[config.mk]
export PLATFORM = sky130hd
export DESIGN_NAME = sri_cfg
export DESIGN_NICKNAME = d
export VERILOG_FILES = /design/src/rtl/segment_rectangle_intersection_unit_macros.svh /design/src/rtl/sri_pkg.sv /design/src/rtl/sri_cfg.sv
export SDC_FILE = /design/constraint.sdc
export NUM_CORES = 1
export LEC_CHECK = 0
export ABC_CLOCK_PERIOD_IN_PS = 2100
export BUFFER_PORTS_ARGS = -buffer_cell sky130_fd_sc_hd__buf_2
export CORE_ASPECT_RATIO = 0.5
export CORE_UTILIZATION = 25
export CTS_CLUSTER_DIAMETER = 120
export DETAILED_ROUTE_END_ITERATION = 8
export PLACE_DENSITY = 0.57
export SLEW_MARGIN = 30
export SYNTH_ARGS = -nofsm -noshare
export SYNTH_HDL_FRONTEND = slang
export SYNTH_SLANG_ARGS = --single-unit
[constraint.sdc]
create_clock -name clk -period 2.1 [get_ports clk]
set_input_delay 0.315 -clock clk [delete_from_list [all_inputs] [get_ports clk]]
set_output_delay 0.315 -clock clk [all_outputs]
set_load 0.01 [all_outputs]
[src/rtl/segment_rectangle_intersection_unit_macros.svh]
// ----------------------------------------------------------------------------
// Segment rectangle intersection unit: assertion macros
// Shared property forms, clocked on clk and disabled in reset.
// ----------------------------------------------------------------------------
`ifndef SEGMENT_RECTANGLE_INTERSECTION_UNIT_MACROS_SVH
`define SEGMENT_RECTANGLE_INTERSECTION_UNIT_MACROS_SVH

// same-cycle implication
`define SRI_ASSERT_IMPL(lbl, ante, cons) \
  lbl: assert property (@(posedge clk) disable iff (rst) (ante) |-> (cons)) \
    else $error("sri: same-cycle check failed");

// next-cycle implication
`define SRI_ASSERT_NEXT(lbl, ante, cons) \
  lbl: assert property (@(posedge clk) disable iff (rst) (ante) |=> (cons)) \
    else $error("sri: next-cycle check failed");

`endif

[src/rtl/sri_pkg.sv]
// ----------------------------------------------------------------------------
// Segment rectangle intersection: package
// Register indexes, edge codes and the product tolerance test helpers.
// ----------------------------------------------------------------------------
package sri_pkg;

  localparam int TOL_W    = 16;
  localparam int ADDR_W   = 5;
  localparam int DIV_BITS = 4;

  typedef enum logic [2:0] {
    REG_MIN_X = 3'd0,
    REG_MIN_Y = 3'd1,
    REG_MAX_X = 3'd2,
    REG_MAX_Y = 3'd3,
    REG_TOL   = 3'd4
  } reg_idx_t;

  typedef enum logic [1:0] {
    SIDE_BOTTOM = 2'd0,
    SIDE_RIGHT  = 2'd1,
    SIDE_TOP    = 2'd2,
    SIDE_LEFT   = 2'd3
  } side_t;

  typedef struct packed {
    logic              zero;
    logic              diff;
    logic              small_mag;
    logic [TOL_W-1:0]  ma;
    logic [TOL_W-1:0]  mb;
  } prod_pre_t;

  function automatic int div_stages(input int w);
    return (2 * w + DIV_BITS - 1) / DIV_BITS;
  endfunction

  function automatic int edge_latency(input int w);
    return div_stages(w) + 6;
  endfunction

  // sign/magnitude prep for a*b < tol
  function automatic prod_pre_t prod_prep(input logic signed [63:0] a,
                                          input logic signed [63:0] b);
    prod_pre_t p;
    logic [63:0] ma;
    logic [63:0] mb;
    ma = a[63] ? 64'(-a) : 64'(a);
    mb = b[63] ? 64'(-b) : 64'(b);
    p.zero      = (a == 64'sd0) || (b == 64'sd0);
    p.diff      = a[63] != b[63];
    p.small_mag = (ma < 64'd65536) && (mb < 64'd65536);
    p.ma        = ma[TOL_W-1:0];
    p.mb        = mb[TOL_W-1:0];
    return p;
  endfunction

  function automatic logic prod_fin(input prod_pre_t p, input logic [TOL_W-1:0] tol);
    logic res;
    if (p.zero) begin
      res = tol != '0;
    end else if (p.diff) begin
      res = 1'b1;
    end else begin
      res = p.small_mag && ((32'(p.ma) * 32'(p.mb)) < 32'(tol));
    end
    return res;
  endfunction

endpackage

[src/rtl/sri_cfg.sv]
// ----------------------------------------------------------------------------
// Segment rectangle intersection: register file
// Rectangle corners and product tolerance behind an APB-style port.
// ----------------------------------------------------------------------------
module sri_cfg import sri_pkg::*; #(
  parameter int W = 24,
  parameter int F = 8
) (
  input  logic                clk,
  input  logic                rst,
  input  logic                psel,
  input  logic                penable,
  input  logic                pwrite,
  input  logic [ADDR_W-1:0]   paddr,
  input  logic [31:0]         pwdata,
  output logic [31:0]         prdata,
  output logic signed [W-1:0] rect_min_x,
  output logic signed [W-1:0] rect_min_y,
  output logic signed [W-1:0] rect_max_x,
  output logic signed [W-1:0] rect_max_y,
  output logic [TOL_W-1:0]    product_tolerance
);

  localparam longint TOL_RAW = (64'sd1 <<< (2 * F)) / 100;
  localparam logic [TOL_W-1:0] TOL_RST = (TOL_RAW > 65535) ? 16'hFFFF : TOL_W'(TOL_RAW);

  logic     wr;
  reg_idx_t idx;

  assign wr  = psel && penable && pwrite;
  assign idx = reg_idx_t'(paddr[4:2]);

  always_ff @(posedge clk) begin
    if (rst) begin
      rect_min_x        <= '0;
      rect_min_y        <= '0;
      rect_max_x        <= '0;
      rect_max_y        <= '0;
      product_tolerance <= TOL_RST;
    end else if (wr) begin
      case (idx)
        REG_MIN_X: rect_min_x        <= pwdata[W-1:0];
        REG_MIN_Y: rect_min_y        <= pwdata[W-1:0];
        REG_MAX_X: rect_max_x        <= pwdata[W-1:0];
        REG_MAX_Y: rect_max_y        <= pwdata[W-1:0];
        REG_TOL:   product_tolerance <= pwdata[TOL_W-1:0];
        default: ;
      endcase
    end
  end

  always_comb begin
    case (idx)
      REG_MIN_X: prdata = 32'(rect_min_x);
      REG_MIN_Y: prdata = 32'(rect_min_y);
      REG_MAX_X: prdata = 32'(rect_max_x);
      REG_MAX_Y: prdata = 32'(rect_max_y);
      REG_TOL:   prdata = 32'(product_tolerance);
      default:   prdata = '0;
    endcase
  end

endmodule

==> impl_metrics.tcl, run 1 <==
set metrics [dict create \
    status "finished, final reports clean" \
    rsz0062_at_grt "false" \
    p_sw_share_pct 23.4 \
    synth_cell_types 22 \
    die_w_um 210 \
    dp_hpwl_um 11600 \
    io_pins 186 \
    slew_headroom_pct 71.4 \
    leakagePower_nw 3.49 \
    syn_inst 509 \
    start_util_pct 25.9 \
    totalWireLength_um 16100 \
    tns_ns 0 \
    drc 0 \
    fp.dieH_um 106 \
    worstHoldPathType "in -> reg" \
    worst-path-max-fanout 11 \
    power_frac_seq_pct 48.1 \
    io_buffers 175 \
    grt_pass1_vias 4195 \
    ys_seq_area_share_pct 41.6 \
    htree_levels 3 \
    ant_nets 0 \
    synth-seq-cells 112 \
    max_freq_mhz 524 \
    vias 4316 \
    gr-total-overflow 0 \
    internal-power_w 0.00342 \
    max-cap-violations 0 \
    peakVddDrop_mv 0.424 \
    power.density_nw_per_um2 645 \
    period_needed_ns 1.91 \
    tightest_slew_ns 0.429 \
    yosys_warnings 0 \
    antenna_found_initial 1 \
    cts.reportedPaths.clkPinSlew_ns 0.08 \
    power_w 0.00446 \
    path_common_cell "buf_2" \
    syn_area_per_cell_um2 10.6 \
    first_pass_iters 4 \
    worstPathArrival_ns 1.59 \
    path_cells "buf_2 > buf_4 > mux2_2 > a22oi_1 > o22ai_1 > buf_2" \
    slew_viol_final 0 \
    wire_per_inst_um 16.9 \
    clock_power_share_pct 43.8 \
    ff2ff_setup_slack_ns 1.45 \
    min_from "pwdata[2]" \
    fin_crit_sh_pct 90.8 \
    cts_tree "yes" \
    cts_buffers 9 \
    critPathLaunchType "primary input" \
    cp-end-kind "output pin" \
    syn_nets 551 \
    gp_congestion 0.793 \
    grtUsageTotal_pct 14.4 \
    nNetsFinal 715 \
    p_sw_w 0.00104 \
    n_antenna_cell 0 \
    grt_max_degree 46 \
    cts_sinks 112 \
    crit_start "paddr[2]" \
    finalClockSkew_ns 0 \
    coreArea_um2 20800 \
    cts_max_path_buffers 2 \
    drive_gt1_share_pct 36.9 \
    slowest_stage "mux2_2" \
    r2r-start "product_tolerance[4]$_SDFFE_PP0P_" \
    combPwrFrac_pct 8.0 \
    hold_violations 0 \
    design.die.area_um2 22200 \
    ctsHoldBuffers 0 \
    vias_per_cell 4.54 \
    post_cts_buffers 0 \
    syn_to_final_growth_pct 28.4 \
    crit_family "buffers and inverters" \
    cts-root-buf "clkbuf_16" \
    crit_type "in -> out" \
    setup_violations 0 \
    grt_pass1_wl_um 24400 \
    cts_resized 0 \
    synthesis.area_um2 5390 \
    max_stage_delay_ns 0.35 \
    first_iter_violations 212 \
    required_ns 1.78 \
    cp_num_buf_inv 3 \
    clk_latency_ns 0.35 \
    fin_util_pct 33.2 \
    rows 37 \
]
[power groups by stage]
| stage | combinational, W | sequential [W] | clock (W) |
|---|---|---|---|
| after floorplan | 0.000205 | 0.00221 | 0 |
| after global placement | 0.000358 | 0.00220 | 0 |
| after detailed placement | 0.000361 | 0.00220 | 0 |
| after CTS | 0.000362 | 0.00215 | 0.00202 |
| after global routing | 0.000384 | 0.00215 | 0.00212 |
| final | 0.000358 | 0.00215 | 0.00196 |
[cell usage after synthesis]
cell,count,area share (%)
a22oi_1,32,4.5
and2_1,1,0.12
and3_1,1,0.12
and3b_1,1,0.16
and4b_1,1,0.19
buf_2,6,0.56
buf_4,15,2.1
buf_6,6,1.3
buf_8,1,0.28
clkbuf_1,23,1.6
dfxtp_1,112,42
mux2_2,16,3.3
mux2i_1,112,21
mux4_2,8,3.3
nand2_2,1,0.12
nand2b_1,130,15
nand3_4,2,0.65
nand3b_1,2,0.28
nor2_1,12,0.84
nor2_2,1,0.12
nor2b_1,10,1.2
o22ai_1,16,1.9
[logic make-up (layout without fill, tap and decap cells)]
| logic type | after synthesis | after routing | synth area share [%] |
|---|---|---|---|
| AO/OA/AOI/OAI | 48 | 48 | 6.31 |
| buffers and inverters | 51 | 220 | 5.78 |
| AND/OR/NAND/NOR | 162 | 162 | 18.8 |
| flip-flops | 112 | 112 | 41.6 |
| multiplexers | 136 | 136 | 27.5 |
[placed cells by master, fill, tap and decap left out, drive strengths merged]
cell type	count
a22oi	32
and2	1
and3	1
and3b	1
and4b	1
buf	204
bufinv	2
clkbuf	11
clkinv	1
dfxtp	112
inv	2
mux2	16
mux2i	112
mux4	8
nand2	1
nand2b	130
nand3	2
nand3b	2
nor2	13
nor2b	10
o22ai	16
[area by class of cell]
type	count	area, um2
Tap cell	273	342
Fill cell	2165	13900
Timing Repair Buffer	204	1160
Clock inverter	5	86.3
Clock buffer	11	253
Sequential cell	112	2240
Multi-Input combinational cell	346	2840
[path summary, 6_finish.rpt]
check / end / cells past startpoint
worst min-delay path: product_tolerance[2]$_SDFFE_PP1P_ / 3
worst max-delay path: prdata[15] / 6
worst max register to register: product_tolerance[4]$_SDFFE_PP0P_ / 2
worst min register to register: rect_min_y[11]$_SDFFE_PP0P_ / 2
[metal layers]
metal  wire, um  global-route usage, %
met1       7350                   18.0
met3        595                   3.55
met5         13                      0
met4        164                   3.39
met2       7970                   24.7
[sequential cells by signal, summed over array words and instances, names as in the netlist]
signal	flops
product_tolerance	16
rect_max_y	24
rect_min_x	24
rect_min_y	24
rect_max_x	24
[per-stage QoR]
stage	std cells	setup WS (ns)	area, um2	hold slack (ns)
floorplan	509	0.203	5390	0.476
global placement	935	0.191	6580	0.468
detailed placement	935	0.189	6580	0.478
CTS	951	0.184	6920	0.221
global route	951	0.122	6920	0.223
finish	951	0.192	6920	0.235
[worst reg2reg max path, stage by stage (launching register included)]
cell and delay, ns:
dfxtp_1 0.36, nand2b_1 0.07, mux2i_1 0.14
Power figures use the tool's default switching activity.
==> run 2, diff against run 1 <==
ABC_AREA = 1   (was unset)
PLACE_DENSITY = 0.56   (was 0.57)
==> run 2 against run 1 <==
Compared with the run above: die area up 4.2%; wire length up 24%; area after synthesis up 4.3%; flip-flop and latch count unchanged; critical path type unchanged; non-clock buffer count up 3; register-to-register slack about the same; clock-buffer cell count down 2; global-route usage up 2.7 points; largest power group unchanged; highest routed layer is now met4; total power down 1.4%.
==> impl_metrics.tcl, run 2 <==
set metrics [dict create \
    start_util_pct 25.7 \
    syn_inst 895 \
    cts_buffers 9 \
    io_pins 186 \
    syn_to_final_growth_pct 26.8 \
    worst-path-max-fanout 17 \
    vias 6027 \
    vias_per_cell 4.45 \
    worstPathArrival_ns 1.60 \
    finalClockSkew_ns 0 \
    slowest_stage "clkinv_1" \
    max-cap-violations 0 \
    path_cells "buf_2 > inv_6 > nand3_4 > clkinv_1 > nand2_1 > nand2_1 > inv_1 > nand2_1 > buf_2" \
    yosys.area.top_type_share_pct 39.9 \
    grt_max_degree 113 \
    crit_family "buffers and inverters" \
    wire_per_inst_um 14.8 \
    wl_met2_um 9780 \
    clk_latency_ns 0.37 \
    fp.dieH_um 108 \
    dp_hpwl_um 14500 \
    dpl-instance-area_um2 6820 \
    synth_cell_types 20 \
    yosys_warnings 0 \
    rows 38 \
    post_cts_buffers 0 \
    max_stage_delay_ns 0.31 \
    slew_viol_final 0 \
    coreArea_um2 21900 \
    max_freq_mhz 521 \
    layout_commonest_cell "nand2_1" \
    fin_area_um2 7130 \
    grtUsageTotal_pct 17.0 \
    peakVddDrop_mv 0.384 \
    required_ns 1.78 \
    gp_congestion 0.838 \
    routed-wl-met3_um 1000 \
    gr-total-overflow 0 \
    wl_met1_um 8880 \
    htree_levels 3 \
    grt_pass1_vias 5477 \
    slew_headroom_pct 65.7 \
    status "finished, final reports clean" \
    io_buffers 175 \
    grt_pass1_wl_um 30400 \
    synthTopCellsByArea "dfxtp_1 40%, nand2_1 17%, nor2_1 16%" \
    ys_seq_area_share_pct 39.9 \
    nNetsFinal 1090 \
    cts-root-buf "clkbuf_16" \
    cp-end-kind "output pin" \
    period_needed_ns 1.92 \
    ant_nets 0 \
    fin_hold_ws_ns 0.172 \
    fin_crit_sh_pct 91.3 \
    antenna_found_initial 0 \
    fin_ws_ns 0.182 \
    n_fill_cell 2415 \
    worstHoldPathType "in -> reg" \
    ctsHoldBuffers 0 \
    tightest_slew_ns 0.514 \
    leakagePower_nw 3.60 \
    pre_cts_ws_ns 0.146 \
    tns_ns 0 \
    synthesis.area_um2 5620 \
    dp.cells 1337 \
    critPathLaunchType "primary input" \
    synth_common_cells "252 x nand2_1, 247 x nor2_1, 112 x dfxtp_1" \
    crit_type "in -> out" \
    totalWireLength_um 20000 \
    die_w_um 214 \
    setup_violations 0 \
    cts_tree "yes" \
    cts_resized 0 \
    cts_sinks 112 \
    rsz0062_at_grt "false" \
    n_antenna_cell 0 \
    synth_edf_count 0 \
    cts.reportedPaths.clkPinSlew_ns 0.09 \
    cts_max_path_buffers 2 \
    synth_async_sr_flop_share_pct 0 \
    design.die.area_um2 23100 \
    top_layer_used "met4" \
    synthFlopType "dfxtp_1" \
    cp_num_buf_inv 5 \
    yosys.area.top_type "dfxtp_1" \
    synth-seq-cells 112 \
    yosysMostFrequentCell "nand2_1" \
    instances_no_fill 1353 \
    drc 0 \
    drive_gt1_share_pct 22.9 \
    layout_common_cells "252 x nand2_1, 246 x nor2_1, 175 x buf_2" \
    first_iter_violations 359 \
    hold_violations 0 \
    first_pass_iters 5 \
    power.density_nw_per_um2 618 \
    syn_nets 937 \
    path_common_cell "nand2_1" \
    syn_area_per_cell_um2 6.28 \
]
==> run 2: cell count changes after synthesis, moves of 15 or more <==
cell      previous run  this run
a22oi_1             32         0
buf_2                6        27
clkbuf_1            23         8
inv_1                0        61
mux2_2              16         0
mux2i_1            112         0
nand2_1              0       252
nand2b_1           130         0
nand3_1              0       111
nand4_1              0        23
nor2_1              12       247
o22ai_1             16         0
==> run 2: report_power, final <==
part | total (W) | internal (W) | switching, W | leakage, nW
sequential | 0.00217 | 0.00215 | 0.0000229 | 0.904
clock | 0.00177 | 0.000851 | 0.000923 | 0.149
combinational | 0.000454 | 0.000147 | 0.000308 | 2.55
==> run 2: tightest hold or removal path: stages <==
cell     delay (ns)
buf_2          0.09
nand2_1        0.05
nand3_1        0.06
==> run 2: kinds of logic (layout without fill, tap and decap cells) <==
logic type             Yosys count  count (layout)  synth area share, %
flip-flops                     112             112                 39.9
AND/OR/NAND/NOR                646             646                 48.2
AO/OA/AOI/OAI                    8               8                0.712
buffers and inverters          129             287                 11.2
==> run 2: path summary, 6_finish.rpt <==
kind                                      from                                end  slack (ns)  depth (start not counted)
max reg2reg        rect_min_x[13]$_SDFFE_PP0P_        rect_min_x[13]$_SDFFE_PP0P_        1.44                          2
max                                   paddr[4]                         prdata[12]        0.18                          9
min reg2reg  product_tolerance[1]$_SDFFE_PP1P_  product_tolerance[1]$_SDFFE_PP1P_        0.49                          2
min                                  pwdata[0]  product_tolerance[0]$_SDFFE_PP1P_        0.17                          3
==> run 2: stage by stage <==
step                utilization, %  power (W)
finish                        32.6    0.00440
detailed placement            31.2    0.00268
global route                  32.6    0.00458
CTS                           32.6    0.00447
global placement              31.2    0.00267
floorplan                        -    0.00250
==> run 2: cell type report <==
cell class,instances,area [um2],area share (%)
tap,300,375,5.27
inverter,64,246,3.46
timing repair buffer,207,1200,16.9
clock inverter,7,83.8,1.18
clock buffer,9,225,3.16
sequential,112,2240,31.5
multi-input combinational,654,2750,38.6
==> run 2: routing by layer <==
layer	up-vias	track usage, %
met5	-	0
met4	0	5.09
met3	20	3.49
met2	168	29.9
met1	2785	21.2
li1	3054	-
==> run 3, diff against run 2 <==
ABC_CLOCK_PERIOD_IN_PS = 1900   (was 2100)
GPL_TIMING_DRIVEN = 1   (was unset)
clock period = 1.9 ns   (was 2.1 ns; I/O delays follow)
==> run 3 against run 2 <==
Compared with the run above: combinational power is 13% higher; clock-buffer cell count stayed put; largest cell class unchanged; wire length shrank 0.61%; worst setup slack got worse by 0.072 ns; sequential power increased by 11%; final cell count is 0.22% higher; clock power rose by 11%; highest routed layer unchanged; worst hold slack got worse by 0.028 ns; non-clock buffer count rose by 3.
==> impl_metrics.tcl, run 3 (synthesis results as in run 2) <==
set metrics [dict create \
    max-cap-violations 0 \
    hold_depth 3 \
    cts-root-buf "clkbuf_16" \
    worstPathArrival_ns 1.50 \
    rsz0062_at_grt "false" \
    max_freq_mhz 559 \
    grt.busiest_layer "met2" \
    hold_violations 0 \
    cts_buffers 9 \
    first_pass_iters 4 \
    coreArea_um2 21900 \
    clock_power_share_pct 40.3 \
    tns_ns 0 \
    reg2regPathDepth 2 \
    design.die.area_um2 23100 \
    cts_tree "yes" \
    setup_violations 0 \
    htree_levels 3 \
    drc 0 \
    required_ns 1.62 \
    use_met3_pct 3.94 \
    layout_common_cells "252 x nand2_1, 246 x nor2_1, 175 x buf_2" \
    vias_per_cell 4.40 \
    grt_pass1_wl_um 30300 \
    vias 5966 \
    cp-end-kind "output pin" \
    worst-path-max-fanout 18 \
    globalRouteMet2Util_pct 29.0 \
    worstHoldPathType "in -> reg" \
    tightest_slew_ns 0.365 \
    cts_max_path_buffers 2 \
    drive_gt1_share_pct 23.2 \
    status "finished, final reports clean" \
    grt_pass1_vias 5302 \
    n_fill_cell 2415 \
    critPathLaunchType "primary input" \
    grt_max_degree 63 \
    leakagePower_nw 3.61 \
    nNetsFinal 1093 \
    grtUsageTotal_pct 17.1 \
    slew_viol_final 0 \
    p_sw_w 0.00140 \
    slew_headroom_pct 75.7 \
    power_frac_seq_pct 49.2 \
    grtUsageMet1_pct 21.4 \
    period_needed_ns 1.79 \
    crit_type "in -> out" \
    antenna_found_initial 0 \
    cts.reportedPaths.clkPinSlew_ns 0.09 \
    ant_nets 0 \
    gp_congestion 0.858 \
    combPwrFrac_pct 10.5 \
    start_util_pct 25.7 \
    p_sw_share_pct 28.6 \
    io_buffers 175 \
    peakVddDrop_mv 0.406 \
    internal-power_w 0.00348 \
    finalClockSkew_ns 0 \
    rows 38 \
    n_antenna_cell 0 \
    first_iter_violations 285 \
    ctsHoldBuffers 0 \
    fin_crit_sh_pct 94.2 \
    power.density_nw_per_um2 680 \
    clk_latency_ns 0.37 \
    fp.dieH_um 108 \
    wire_per_inst_um 14.7 \
    gr-total-overflow 0 \
    fin_util_pct 32.8 \
    cts_sinks 112 \
    io_pins 186 \
    die_w_um 214 \
    ff2ff_setup_slack_ns 1.27 \
    totalWireLength_um 19900 \
    syn_to_final_growth_pct 27.6 \
    dp_hpwl_um 14700 \
    layout_commonest_cell "nand2_1" \
]
-- run 3: what timing repair did --
item,in CTS,in global routing
setup buffers,0,0
gates resized for setup,0,2
setup endpoints to repair,0,10
-- run 3: stage by stage --
stage	setup WS, ns	hold WS [ns]	area (um2)	cells	power (W)
4_1_cts	0.0602	0.137	7170	1356	0.00494
2_1_floorplan	0.144	0.411	5620	895	0.00276
3_3_place_gp	0.0679	0.472	6860	1340	0.00296
6_report	0.110	0.143	7170	1356	0.00488
3_5_place_dp	0.0617	0.486	6860	1340	0.00297
5_1_grt	0.00707	0.143	7170	1356	0.00508
-- run 3: final timing paths --
kind,start,endpoint
worst min register to register,product_tolerance[1]$_SDFFE_PP1P_,product_tolerance[1]$_SDFFE_PP1P_
worst max register to register,rect_min_x[1]$_SDFFE_PP0P_,rect_min_x[1]$_SDFFE_PP0P_
worst max-delay path,paddr[3],prdata[7]
worst min-delay path,pwdata[1],product_tolerance[1]$_SDFFE_PP1P_
-- run 3: power by group through the flow --
stage                     registers [W]  logic [W]  clock network [W]
after CTS                       0.00240   0.000513            0.00202
after floorplan                 0.00247   0.000295                  0
final                           0.00240   0.000511            0.00196
after detailed placement        0.00246   0.000512                  0
after global routing            0.00241   0.000568            0.00211
after global placement          0.00245   0.000506                  0
-- run 3: area by class of cell --
type | count | area [um2] | area share [%]
inverters | 64 | 250 | 3.49
multi-input cells | 654 | 2750 | 38.4
well taps | 300 | 375 | 5.23
clock buffers | 9 | 225 | 3.14
clock inverters | 7 | 76.3 | 1.06
flip-flops and latches | 112 | 2240 | 31.3
repair buffers | 210 | 1250 | 17.4
-- run 3: worst max-delay path, cell delays in order --
cell and delay [ns]:
buf_2 0.17, inv_2 0.13, nand2_1 0.13, nor2_1 0.24
buf_12 0.20, nand2_1 0.06, nand2_1 0.06, inv_1 0.03
nand2_1 0.06, buf_2 0.13
-- run 3: per-layer routing --
| layer | wire [um] | share of wire [%] | up-vias |
|---|---|---|---|
| met3 | 975 | 4.9 | 28 |
| met1 | 8950 | 45 | 2726 |
| li1 | - | - | 3066 |
| met2 | 9480 | 48 | 146 |
| met5 | 0 | 0 | - |
| met4 | 489 | 2.5 | 0 |
